$ cat config.mk
export PLATFORM = sky130hd
export DESIGN_NAME = bfdh_mod
export DESIGN_NICKNAME = d
export VERILOG_FILES = /design/src/bfdh_pkg.sv /design/src/bfdh_mod.sv
export SDC_FILE = /design/constraint.sdc
export NUM_CORES = 1
export LEC_CHECK = 0
export BUFFER_PORTS_ARGS = -buffer_cell sky130_fd_sc_hd__buf_2
export CORE_UTILIZATION = 62
export DETAILED_ROUTE_END_ITERATION = 16
export MAX_ROUTING_LAYER = met4
export PLACE_DENSITY_LB_ADDON = 0.1
export SYNTH_ARGS = -nofsm -noshare
export SYNTH_HDL_FRONTEND = slang
export SYNTH_SLANG_ARGS = --single-unit
$ cat constraint.sdc
create_clock -name clk_i -period 9.65 [get_ports clk_i]
set_input_delay 1.93 -clock clk_i [delete_from_list [all_inputs] [get_ports clk_i]]
set_output_delay 1.93 -clock clk_i [all_outputs]
set_load 0.03 [all_outputs]
$ cat src/bfdh_pkg.sv
// package for the bloom filter double hash unit: sizes, codes, state and struct types
package bfdh_pkg;

  // table geometry
  localparam int unsigned MAX_TABLE_BITS = 65536;
  localparam int unsigned WORD_W         = 64;
  localparam int unsigned BIT_OFS_W      = $clog2(WORD_W);
  localparam int unsigned WORD_COUNT     = (MAX_TABLE_BITS + WORD_W - 1) / WORD_W;
  localparam int unsigned WORD_AW        = $clog2(WORD_COUNT);

  // field and register widths
  localparam int unsigned HASH_W  = 64;
  localparam int unsigned KIND_W  = 2;
  localparam int unsigned COUNT_W = 32;
  localparam int unsigned PROBE_W = 7;
  localparam int unsigned SIZE_W  = 17;
  localparam int unsigned APB_AW  = 3;
  localparam int unsigned APB_DW  = 32;

  // register limits and reset values
  localparam logic [PROBE_W-1:0] PROBE_MIN    = PROBE_W'(1);
  localparam logic [PROBE_W-1:0] PROBE_LIMIT  = PROBE_W'(64);
  localparam logic [PROBE_W-1:0] PROBE_RESET  = PROBE_W'(10);
  localparam logic [SIZE_W-1:0]  SIZE_MIN     = SIZE_W'(64);
  localparam logic [SIZE_W-1:0]  SIZE_MAX     = SIZE_W'(MAX_TABLE_BITS);
  localparam logic [SIZE_W-1:0]  SIZE_RESET   = SIZE_W'(65536);
  localparam logic [COUNT_W-1:0] COUNT_MAX    = '1;

  // modulo unit: two quotient bits per cycle
  localparam int unsigned MOD_STEPS = HASH_W / 2;
  localparam int unsigned MOD_CW    = $clog2(MOD_STEPS);

  // operation codes
  localparam logic [KIND_W-1:0] KIND_INSERT = 2'd0;
  localparam logic [KIND_W-1:0] KIND_QUERY  = 2'd1;
  localparam logic [KIND_W-1:0] KIND_CLEAR  = 2'd2;

  // register indexes
  localparam logic REG_PROBE_COUNT = 1'b0;
  localparam logic REG_TABLE_BITS  = 1'b1;

  // sequencer states
  typedef enum logic [2:0] {
    S_IDLE,
    S_CLEAR,
    S_MOD_H,
    S_MOD_S,
    S_MOD_K,
    S_READ,
    S_CHECK,
    S_FINISH
  } bfdh_state_e;

  // configuration register values
  typedef struct packed {
    logic [PROBE_W-1:0] probe_count;
    logic [SIZE_W-1:0]  table_bits;
  } cfg_t;

  // modulo unit request
  typedef struct packed {
    logic              start;
    logic [HASH_W-1:0] dividend;
    logic [SIZE_W-1:0] divisor;
  } mod_req_t;

  // modulo unit response
  typedef struct packed {
    logic              busy;
    logic              done;
    logic [SIZE_W-1:0] rem;
  } mod_rsp_t;

endpackage

$ cat src/bfdh_mod.sv
// iterative 64-bit by 17-bit remainder unit, two bits per cycle
module bfdh_mod
  import bfdh_pkg::*;
(
  input  logic     clk_i,
  input  logic     rst_ni,
  input  mod_req_t req_i,
  output mod_rsp_t rsp_o
);

  logic              run_q, run_d;
  logic              done_q, done_d;
  logic [MOD_CW-1:0] cnt_q, cnt_d;
  logic [HASH_W-1:0] dvd_q, dvd_d;
  logic [SIZE_W-1:0] div_q, div_d;
  logic [SIZE_W-1:0] rem_q, rem_d;
  logic [SIZE_W-1:0] rem_mid;

  // one restoring step: shift in a bit, subtract divisor if it fits
  function automatic logic [SIZE_W-1:0] mod_step(input logic [SIZE_W-1:0] r,
                                                 input logic               b,
                                                 input logic [SIZE_W-1:0] d);
    logic [SIZE_W:0] t;
    logic [SIZE_W:0] s;
    t = {r, b};
    s = t - {1'b0, d};
    if (t >= {1'b0, d}) begin
      mod_step = s[SIZE_W-1:0];
    end else begin
      mod_step = t[SIZE_W-1:0];
    end
  endfunction

  // step logic
  always_comb begin
    run_d   = run_q;
    done_d  = 1'b0;
    cnt_d   = cnt_q;
    dvd_d   = dvd_q;
    div_d   = div_q;
    rem_d   = rem_q;
    rem_mid = mod_step(rem_q, dvd_q[HASH_W-1], div_q);
    if (req_i.start) begin
      run_d = 1'b1;
      cnt_d = '0;
      dvd_d = req_i.dividend;
      div_d = req_i.divisor;
      rem_d = '0;
    end else if (run_q) begin
      rem_d = mod_step(rem_mid, dvd_q[HASH_W-2], div_q);
      dvd_d = {dvd_q[HASH_W-3:0], 2'b00};
      cnt_d = cnt_q + MOD_CW'(1);
      if (cnt_q == MOD_CW'(MOD_STEPS - 1)) begin
        run_d  = 1'b0;
        done_d = 1'b1;
      end
    end
  end

  // control registers
  always_ff @(posedge clk_i or negedge rst_ni) begin
    if (!rst_ni) begin
      run_q  <= 1'b0;
      done_q <= 1'b0;
      cnt_q  <= '0;
    end else begin
      run_q  <= run_d;
      done_q <= done_d;
      cnt_q  <= cnt_d;
    end
  end

  // datapath registers
  always_ff @(posedge clk_i) begin
    dvd_q <= dvd_d;
    div_q <= div_d;
    rem_q <= rem_d;
  end

  assign rsp_o.busy = run_q;
  assign rsp_o.done = done_q;
  assign rsp_o.rem  = rem_q;

endmodule

==> flow_metrics.py <==
metrics = {
    "pwr": {
        "p_int_mw": 1.14,
        "p_sw_share_pct": 43.4,
        "power.density_nw_per_um2": 286,
        "power_frac_clock_pct": 12.2,
        "comb_power_share_pct": 58.1,
        "switching_power_mw": 0.877,
        "p_leak_nw": 3.13,
        "seqPwrFrac_pct": 29.7,
        "vdd_drop_max_mv": 0.145,
    },
    "synth": {
        "synth_flop_cell": "edfxtp_1",
        "yosysTopAreaCellShare_pct": 38.5,
        "synth_cell_types": 64,
        "synth-async-reset-ratio_pct": 6.67,
        "syn_inst": 562,
        "ys_seq_elements": 105,
        "syn-num-nets": 684,
        "avgSynthCellArea_um2": 11.3,
        "yosysSeqAreaShare_pct": 46.6,
        "yosysMostFrequentCell": "edfxtp_1",
        "yosys-top-cells-area": "edfxtp_1 (38%), mux2_2 (12%), ha_1 (7.1%)",
        "yosys-top-cells-count": "edfxtp_1 (81), mux2_2 (69), ha_1 (36)",
        "synth_edf_count": 81,
        "synth_top_cell_by_area": "edfxtp_1",
        "netlist_area_um2": 6320,
        "ys_warn_count": 0,
    },
    "grt": {
        "antenna_found_initial": 0,
        "grt_pass1_wl_um": 22300,
        "grt_max_degree": 77,
        "grt_use_total_pct": 29.1,
        "grt_pass1_vias": 4569,
        "overflow": 0,
    },
    "die": {
        "die_x_um": 103,
        "core_area_um2": 9820,
        "dieArea_um2": 10600,
        "num_io_pins": 103,
        "start_util_pct": 64.4,
        "rows": 36,
        "die_height_um": 103,
    },
    "sta": {
        "fin_setup_tns_ns": 0,
        "timing.slew.headroom_pct": 40.6,
        "setup_viol": 0,
        "whs_ns": 0.538,
        "final-max-slew-violation-count": 0,
        "max_freq_mhz": 188,
        "finalCriticalPeriod_ns": 5.33,
        "finalHoldViolCount": 0,
        "tightest_slew_ns": 0.892,
        "finalWorstSetupSlack_ns": 4.32,
        "fin_skew_ns": 0.0167,
        "min_period_over_period_pct": 55.2,
        "rsz0062_at_grt": "no",
    },
    "finish": {
        "drive_above_1_share_pct": 31.3,
        "n_antenna_cell": 0,
        "area_delta_synth_final_pct": 11.7,
        "fill_cells": 763,
        "final_cell_area_um2": 7070,
        "seq_area_um2": 2950,
        "fin_cells": 789,
        "nets": 774,
        "multiInputGateArea_um2": 3120,
    },
    "clocking": {
        "post_cts_resize_count": 0,
        "cts_hold_buf": 0,
        "cts-htree-levels": 3,
        "insertion_delay_ns": 0.38,
        "path_clk_slew_ns": 0.10,
        "cts_made_buffers": 9,
        "cts_setup_buffers": 0,
        "clkSinkCount": 105,
        "cts_buffer_depth": 2,
        "clockRootBuffer": "clkbuf_8",
        "cts_tree": "yes",
    },
    "setup_path": {
        "crit_buf_inv": 1,
        "critical-path-top-delay-family": "compound AO/OA/AOI/OAI gates",
        "start_kind": "flop",
        "endpoint_kind": "flop",
        "critPathMaxFanout": 18,
        "critPathSlowestCell": "a211oi_4",
        "cp.arrival_ns": 5.60,
        "cp_cell_sequence": "inv_1 -> ha_1 -> and4_4 -> and4_4 -> a21oi_1 -> nand2_1 -> mux2_2 -> ha_1 -> a21o_1 -> a21oi_1 -> a31oi_1 -> o21ai_0 -> a31oi_1 -> a211oi_4 -> a211oi_1 -> a311o_1",
        "crit_type": "reg -> reg",
        "cp.required_ns": 9.92,
        "crit_path_max_incr_delay_ns": 0.64,
    },
    "placement": {
        "dp.cells": 774,
        "dpl_worst_slack_ns": 4.45,
        "place_congestion": 0.916,
        "io_buffers": 102,
        "dp.final_hpwl_um": 10500,
        "place_area_um2": 6890,
    },
    "routing": {
        "routed_wl_um": 14000,
        "dr.pass1.iters": 5,
        "drt_iter0_drc": 296,
        "routedWlPerCell_um": 17.7,
        "via_per_inst": 6.00,
        "vias": 4731,
        "postRouteAntennaNets": 0,
        "drc": 0,
    },
    "outcome": {
        "outcome": "completed",
    },
    "job": {
        "drv_cap": 0,
    },
    "min_path": {
        "worstHoldPathType": "reg -> reg",
    },
}
==> layout by cell type (no fill, tap or decap), drive strengths merged, types with 10 or more instances in the layout <==
| cell | count |
|---|---|
| a21o | 12 |
| a21oi | 23 |
| buf | 105 |
| clkbuf | 10 |
| dfxtp | 17 |
| edfxtp | 81 |
| ha | 36 |
| inv | 32 |
| mux2 | 69 |
| nand2 | 25 |
| nand3 | 19 |
| nor2 | 36 |
| nor3 | 15 |
| o21ai | 24 |
| xnor2 | 11 |
==> worst min-delay path, stage by stage, from the launching register on <==
cell and delay, ns:
dfxtp_1 0.35, nor2_1 0.10, a311oi_1 0.05
==> per-layer routing <==
| layer | part of all wire (%) | vias to the layer above | global-route usage [%] | wire, um |
|---|---|---|---|---|
| met2 | 47 | 182 | 45.1 | 6540 |
| met1 | 44 | 2230 | 38.2 | 6110 |
| met5 | 0 | - | - | 0 |
| met3 | 7.4 | 21 | 6.85 | 1030 |
| met4 | 2.1 | 0 | 8.56 | 290 |
| li1 | - | 2298 | - | - |
==> path summary, 6_finish.rpt <==
| check | startpoint | endpoint | slack [ns] | cells past startpoint |
|---|---|---|---|---|
| max in group asynchronous | rst_ni | cnt_q[2] | 8.13 | 1 |
| setup / recovery | div_q[9] | rem_q[2] | 4.32 | 16 |
| min in group asynchronous | rst_ni | cnt_q[4] | 1.37 | 1 |
| hold / removal | rem_q[3] | rem_q[3] | 0.54 | 2 |
| setup reg to reg | div_q[9] | rem_q[2] | 4.32 | 16 |
| hold reg to reg | rem_q[3] | rem_q[3] | 0.54 | 2 |
==> cells by family (layout without fill, tap and decap cells) <==
group / Yosys count / count (layout) / share of synthesized area, %
AOI/OAI and AO/OA: 127 / 127 / 14.6
adders and majority gates: 38 / 38 / 7.75
buffers and inverters: 58 / 152 / 4.06
xor gates and xnor gates: 20 / 20 / 2.77
DFF: 105 / 105 / 46.6
and+or+nand+nor: 141 / 141 / 11.3
muxes: 73 / 73 / 12.9
==> power groups by stage <==
stage | Clock [mW] | Sequential, mW | Combinational (mW)
after floorplan | 0 | 0.646 | 0.879
after global placement | 0 | 0.607 | 1.12
after global routing | 0.269 | 0.608 | 1.28
after detailed placement | 0 | 0.610 | 1.15
final | 0.247 | 0.600 | 1.17
after CTS | 0.254 | 0.600 | 1.15
==> layout make-up <==
type / count / share of cell area, %
Clock buffer: 10 / 1.81
Clock inverter: 5 / 0.638
Inverter: 32 / 1.70
Multi-Input combinational cell: 399 / 44.2
Sequential cell: 105 / 41.7
Tap cell: 133 / 2.36
Timing Repair Buffer: 105 / 7.58
==> per-stage QoR <==
stage	utilization (%)	power (mW)
after floorplan	-	1.53
after global placement	70.2	1.73
after detailed placement	70.2	1.76
after CTS	72.0	2.01
after global routing	72.0	2.16
final	72.0	2.02
==> flip-flops by register name, summed over array words and instances, names as in the netlist <==
register	cells
rem_q	17
dvd_q	64
div_q	17
done_q	1
run_q	1
cnt_q	5
No activity file was read; power rests on OpenSTA's default activity.
