[src/bfdh_pkg.sv]
// package for the bloom filter double hash unit: sizes, codes, state and struct types
package bfdh_pkg;

  // table geometry
  localparam int unsigned MAX_TABLE_BITS = 65536;
  localparam int unsigned WORD_W         = 64;
  localparam int unsigned BIT_OFS_W      = $clog2(WORD_W);
  localparam int unsigned WORD_COUNT     = (MAX_TABLE_BITS + WORD_W - 1) / WORD_W;
  localparam int unsigned WORD_AW        = $clog2(WORD_COUNT);

  // field and register widths
  localparam int unsigned HASH_W  = 64;
  localparam int unsigned KIND_W  = 2;
  localparam int unsigned COUNT_W = 32;
  localparam int unsigned PROBE_W = 7;
  localparam int unsigned SIZE_W  = 17;
  localparam int unsigned APB_AW  = 3;
  localparam int unsigned APB_DW  = 32;

  // register limits and reset values
  localparam logic [PROBE_W-1:0] PROBE_MIN    = PROBE_W'(1);
  localparam logic [PROBE_W-1:0] PROBE_LIMIT  = PROBE_W'(64);
  localparam logic [PROBE_W-1:0] PROBE_RESET  = PROBE_W'(10);
  localparam logic [SIZE_W-1:0]  SIZE_MIN     = SIZE_W'(64);
  localparam logic [SIZE_W-1:0]  SIZE_MAX     = SIZE_W'(MAX_TABLE_BITS);
  localparam logic [SIZE_W-1:0]  SIZE_RESET   = SIZE_W'(65536);
  localparam logic [COUNT_W-1:0] COUNT_MAX    = '1;

  // modulo unit: two quotient bits per cycle
  localparam int unsigned MOD_STEPS = HASH_W / 2;
  localparam int unsigned MOD_CW    = $clog2(MOD_STEPS);

  // operation codes
  localparam logic [KIND_W-1:0] KIND_INSERT = 2'd0;
  localparam logic [KIND_W-1:0] KIND_QUERY  = 2'd1;
  localparam logic [KIND_W-1:0] KIND_CLEAR  = 2'd2;

  // register indexes
  localparam logic REG_PROBE_COUNT = 1'b0;
  localparam logic REG_TABLE_BITS  = 1'b1;

  // sequencer states
  typedef enum logic [2:0] {
    S_IDLE,
    S_CLEAR,
    S_MOD_H,
    S_MOD_S,
    S_MOD_K,
    S_READ,
    S_CHECK,
    S_FINISH
  } bfdh_state_e;

  // configuration register values
  typedef struct packed {
    logic [PROBE_W-1:0] probe_count;
    logic [SIZE_W-1:0]  table_bits;
  } cfg_t;

  // modulo unit request
  typedef struct packed {
    logic              start;
    logic [HASH_W-1:0] dividend;
    logic [SIZE_W-1:0] divisor;
  } mod_req_t;

  // modulo unit response
  typedef struct packed {
    logic              busy;
    logic              done;
    logic [SIZE_W-1:0] rem;
  } mod_rsp_t;

endpackage

[src/bfdh_regs.sv]
// apb configuration registers: probe count and table size
module bfdh_regs
  import bfdh_pkg::*;
(
  input  logic              clk_i,
  input  logic              rst_ni,
  input  logic              psel,
  input  logic              penable,
  input  logic              pwrite,
  input  logic [APB_AW-1:0] paddr,
  input  logic [APB_DW-1:0] pwdata,
  output logic [APB_DW-1:0] prdata,
  output logic              pready,
  output cfg_t              cfg_o
);

  cfg_t cfg_q, cfg_d;
  logic wr_en;
  logic reg_idx;

  assign pready  = 1'b1;
  assign wr_en   = psel && penable && pwrite;
  assign reg_idx = paddr[2];

  // register write decode
  always_comb begin
    cfg_d = cfg_q;
    if (wr_en) begin
      case (reg_idx)
        REG_PROBE_COUNT: cfg_d.probe_count = pwdata[PROBE_W-1:0];
        REG_TABLE_BITS:  cfg_d.table_bits  = pwdata[SIZE_W-1:0];
        default: cfg_d = cfg_q;
      endcase
    end
  end

  // read mux
  always_comb begin
    case (reg_idx)
      REG_PROBE_COUNT: prdata = APB_DW'(cfg_q.probe_count);
      REG_TABLE_BITS:  prdata = APB_DW'(cfg_q.table_bits);
      default:         prdata = '0;
    endcase
  end

  always_ff @(posedge clk_i or negedge rst_ni) begin
    if (!rst_ni) begin
      cfg_q.probe_count <= PROBE_RESET;
      cfg_q.table_bits  <= SIZE_RESET;
    end else begin
      cfg_q <= cfg_d;
    end
  end

  assign cfg_o = cfg_q;

endmodule

[config.mk]
export PLATFORM = sky130hd
export DESIGN_NAME = bfdh_regs
export DESIGN_NICKNAME = d
export VERILOG_FILES = /design/src/bfdh_pkg.sv /design/src/bfdh_regs.sv
export SDC_FILE = /design/constraint.sdc
export NUM_CORES = 1
export LEC_CHECK = 0
export ABC_AREA = 1
export BUFFER_PORTS_ARGS = -buffer_cell sky130_fd_sc_hd__clkbuf_2
export CAP_MARGIN = 20
export CELL_PAD_IN_SITES_DETAIL_PLACEMENT = 2
export CELL_PAD_IN_SITES_GLOBAL_PLACEMENT = 2
export CORE_MARGIN = 10
export CORE_UTILIZATION = 21
export CTS_CLUSTER_SIZE = 30
export DETAILED_ROUTE_END_ITERATION = 8
export GPL_TIMING_DRIVEN = 0
export HOLD_SLACK_MARGIN = 0.02
export PLACE_DENSITY_LB_ADDON = 0.15
export SYNTH_ARGS = -nofsm -noshare
export SYNTH_HDL_FRONTEND = slang
export SYNTH_SLANG_ARGS = --single-unit
[constraint.sdc]
create_clock -name clk_i -period 2.3 [get_ports clk_i]
set_input_delay 0.46 -clock clk_i [delete_from_list [all_inputs] [get_ports clk_i]]
set_output_delay 0.46 -clock clk_i [all_outputs]
set_load 0.02 [all_outputs]
==> impl_metrics.prom <==
# TYPE chip_impl_metric gauge
chip_impl_info{name="run_status",value="complete, no violations"} 1
chip_impl_metric{name="tightest_slew",unit="ns"} 0.638
chip_impl_metric{name="finalSetupViolCount",unit=""} 0
chip_impl_metric{name="fillCellCount",unit=""} 741
chip_impl_metric{name="largest_reg_flops",unit=""} 24
chip_impl_metric{name="fp.dieArea",unit="um^2"} 9610
chip_impl_metric{name="ioPinCount",unit=""} 97
chip_impl_metric{name="synth-seq-cells",unit=""} 24
chip_impl_info{name="synthMostInstantiatedCell",value="nand2_1"} 1
chip_impl_metric{name="yosys_warnings",unit=""} 0
chip_impl_info{name="critPathCaptureType",value="output port"} 1
chip_impl_metric{name="synthSimpleGateAreaFrac",unit="%"} 35.7
chip_impl_info{name="tritoncts_clock_tree",value="done"} 1
chip_impl_metric{name="design_power_total",unit="mW"} 1.38
chip_impl_metric{name="drt_first_iter_violations",unit=""} 25
chip_impl_metric{name="synth_top_area_share",unit="%"} 41.1
chip_impl_metric{name="grt_pass1_vias",unit=""} 1526
chip_impl_metric{name="finish.net_count",unit=""} 290
chip_impl_metric{name="worst_setup_skew_after_layout",unit="ns"} 0
chip_impl_metric{name="mappedNetlistArea",unit="um^2"} 1280
chip_impl_metric{name="diodes",unit=""} 0
chip_impl_metric{name="number_of_pins_exceeding_their_max_slew_limit_in_the_final_report",unit=""} 0
chip_impl_metric{name="buffer_ports.inserted",unit=""} 62
chip_impl_info{name="timing_worst_setup_path_type",value="in2out"} 1
chip_impl_metric{name="postRouteAntennaNets",unit=""} 0
chip_impl_metric{name="synth.avg_cell_area",unit="um^2"} 7.57
chip_impl_metric{name="dpl-instance-area",unit="um^2"} 1740
chip_impl_metric{name="clk_pin_slew",unit="ns"} 0.09
chip_impl_metric{name="initial_utilization",unit="%"} 21.6
chip_impl_metric{name="grt_first_pass_wirelength",unit="um"} 8070
chip_impl_metric{name="synth-adder-area-share",unit="%"} 0
chip_impl_metric{name="finalHoldViolCount",unit=""} 0
chip_impl_metric{name="postCtsSetupRepairBufs",unit=""} 0
chip_impl_metric{name="total_cts_buffers",unit=""} 3
chip_impl_metric{name="finalHoldWorstSlack",unit="ns"} 0.194
chip_impl_info{name="holdCritPathClass",value="in2async"} 1
chip_impl_metric{name="synthCells",unit=""} 169
chip_impl_info{name="synth.area.top_cells",value="dfrtp_1 (41%), nand2_1 (23%), buf_4 (11%), nand3_1 (9.4%), dfstp_2 (6.2%)"} 1
chip_impl_metric{name="power_density",unit="nW/um^2"} 769
chip_impl_info{name="synth.top_cells.by_count",value="nand2_1 (80), nand3_1 (24), dfrtp_1 (21)"} 1
chip_impl_metric{name="synth_compound_area_share",unit="%"} 0
chip_impl_metric{name="cts-htree-levels",unit=""} 1
chip_impl_metric{name="post_cts_hold_buffer_count",unit=""} 0
chip_impl_info{name="category_of_the_worst_setup_path_launch_point",value="input port"} 1
chip_impl_metric{name="cts.sink_count",unit=""} 24
chip_impl_metric{name="final_layout_size_suffix_gt1_share",unit="%"} 38.2
chip_impl_metric{name="cts-resized-gates",unit=""} 0
chip_impl_info{name="synth_top_flop_cell",value="dfrtp_1"} 1
chip_impl_info{name="main_combinational_cell_family_by_area_after_synthesis",value="simple AND/OR/NAND/NOR gates"} 1
chip_impl_info{name="synth_largest_area_cell",value="dfrtp_1"} 1
chip_impl_metric{name="min_period_over_period",unit="%"} 83.6
chip_impl_info{name="cts_root_buffer",value="clkbuf_8"} 1
chip_impl_metric{name="fp.dieH",unit="um"} 98.0
chip_impl_metric{name="routabilityCongestion",unit=""} 0.739
chip_impl_metric{name="leak",unit="nW"} 1.14
chip_impl_metric{name="timing.setup.tns",unit="ns"} 0
chip_impl_metric{name="hpwl",unit="um"} 3920
chip_impl_metric{name="max_cap_violations",unit=""} 0
chip_impl_metric{name="area_growth",unit="%"} 40.0
chip_impl_metric{name="final_period_minus_worst_setup_slack",unit="ns"} 1.92
chip_impl_metric{name="worst_ep_arrival_time",unit="ns"} 1.46
chip_impl_metric{name="path_max_fanout",unit=""} 10
chip_impl_metric{name="drt_wl_total",unit="um"} 4860
chip_impl_metric{name="clock_insertion_delay_worst_skew",unit="ns"} 0.26
chip_impl_metric{name="grt_max_degree",unit=""} 25
chip_impl_metric{name="vias_per_cell",unit=""} 4.09
chip_impl_metric{name="synth_xor_area_share",unit="%"} 0
chip_impl_metric{name="die_w",unit="um"} 98.0
chip_impl_metric{name="post-route-cell-area",unit="um^2"} 1790
chip_impl_metric{name="dr_wl_cell",unit="um"} 15.0
chip_impl_metric{name="vias",unit=""} 1325
chip_impl_metric{name="irDropWorstVdd",unit="uV"} 212
chip_impl_metric{name="synth_cell_type_count",unit=""} 12
chip_impl_metric{name="cp_data_required_time",unit="ns"} 1.84
chip_impl_metric{name="remaining_drc_errors",unit=""} 0
chip_impl_metric{name="total_grt_usage",unit="%"} 10.1
chip_impl_metric{name="first_pass_iters",unit=""} 4
chip_impl_metric{name="cts-root-to-sink-buffers",unit=""} 2
chip_impl_metric{name="post_synth_mux_area_share",unit="%"} 0
chip_impl_metric{name="synth.yosys.seq_area_share",unit="%"} 47.3
chip_impl_metric{name="antenna_found_initial",unit=""} 0
chip_impl_info{name="grt_setup_unrepaired",value="false"} 1
chip_impl_metric{name="synth-edff-count",unit=""} 0
chip_impl_metric{name="relSlewSlack",unit="%"} 57.5
chip_impl_metric{name="async_flop_share",unit="%"} 100
chip_impl_metric{name="global_route.overflow_total",unit=""} 0
chip_impl_metric{name="fmaxAchievable",unit="GHz"} 0.520
chip_impl_metric{name="floorplan.core_area",unit="um^2"} 5920
chip_impl_metric{name="std_cell_rows",unit=""} 28
[critical path: stages]
cell,delay (ns)
buf_4,0.15
clkbuf_1,0.48
nand2_1,0.11
nand2_1,0.09
clkbuf_2,0.16
[layer usage]
layer / wire length, um / global-route usage [%] / part of all wire (%) / vias to the layer above
met5: 0 / 0 / 0 / -
li1: - / - / - / 645
met2: 2210 / 16.5 / 46 / 49
met4: 12 / 2.01 / 0.25 / 0
met3: 435 / 3.88 / 9.0 / 2
met1: 2200 / 12.3 / 45 / 629
[power by group]
| group | leakage (nW) | internal, mW | switching, mW |
|---|---|---|---|
| clock | 0.0288 | 0.153 | 0.143 |
| sequential | 0.296 | 0.508 | 0.0680 |
| combinational | 0.819 | 0.163 | 0.341 |
| total | 1.14 | 0.825 | 0.552 |
[final timing paths]
path                             endpoint  slack [ns]  cells past startpoint  startpoint
worst max-delay path            prdata[5]        0.38                      5    paddr[2]
worst min-delay path             cfg_o[7]        0.19                      1      rst_ni
worst max register to register  cfg_o[18]        1.55                      2   cfg_o[18]
worst min register to register  cfg_o[16]        0.48                      2   cfg_o[16]
max in group asynchronous       cfg_o[19]        1.69                      1      rst_ni
min in group clk_i              cfg_o[16]        0.40                      3  pwdata[16]
[per-stage QoR]
stage | utilization [%] | setup slack, ns | std cells
after CTS | 30.2 | 0.340 | 324
after floorplan | - | 0.699 | 183
after global placement | 29.3 | 0.322 | 320
final | 30.2 | 0.377 | 324
after detailed placement | 29.3 | 0.345 | 320
after global routing | 30.2 | 0.232 | 324
[placed cells by master, fill, tap and decap left out]
cell      synthesis  routed
conb_1            2      16
nand3_1          24      24
clkbuf_2          0      62
dfrtp_1          21      21
inv_1            11      11
buf_2             3       3
nor2_4            1       1
dfstp_2           3       3
clkbuf_8          0       4
inv_2             1       1
buf_4            19      19
clkbuf_1          2       2
nand2_1          80      80
nand4_2           2       2
[layout make-up]
type	count	area [um^2]	share of cell area, %
Multi-Input combinational cell	123	517	28.9
Clock buffer	4	55.1	3.07
Buffer	24	165	9.22
Tap cell	75	93.8	5.24
Sequential cell	24	604	33.8
Inverter	12	45.0	2.52
Timing Repair Buffer	62	310	17.3
[kinds of logic after synthesis]
kind of cell / count (synthesis)
buffers and inverters: 36
DFF: 24
other: 2
and+or+nand+nor: 107
Power figures use the tool's default switching activity.
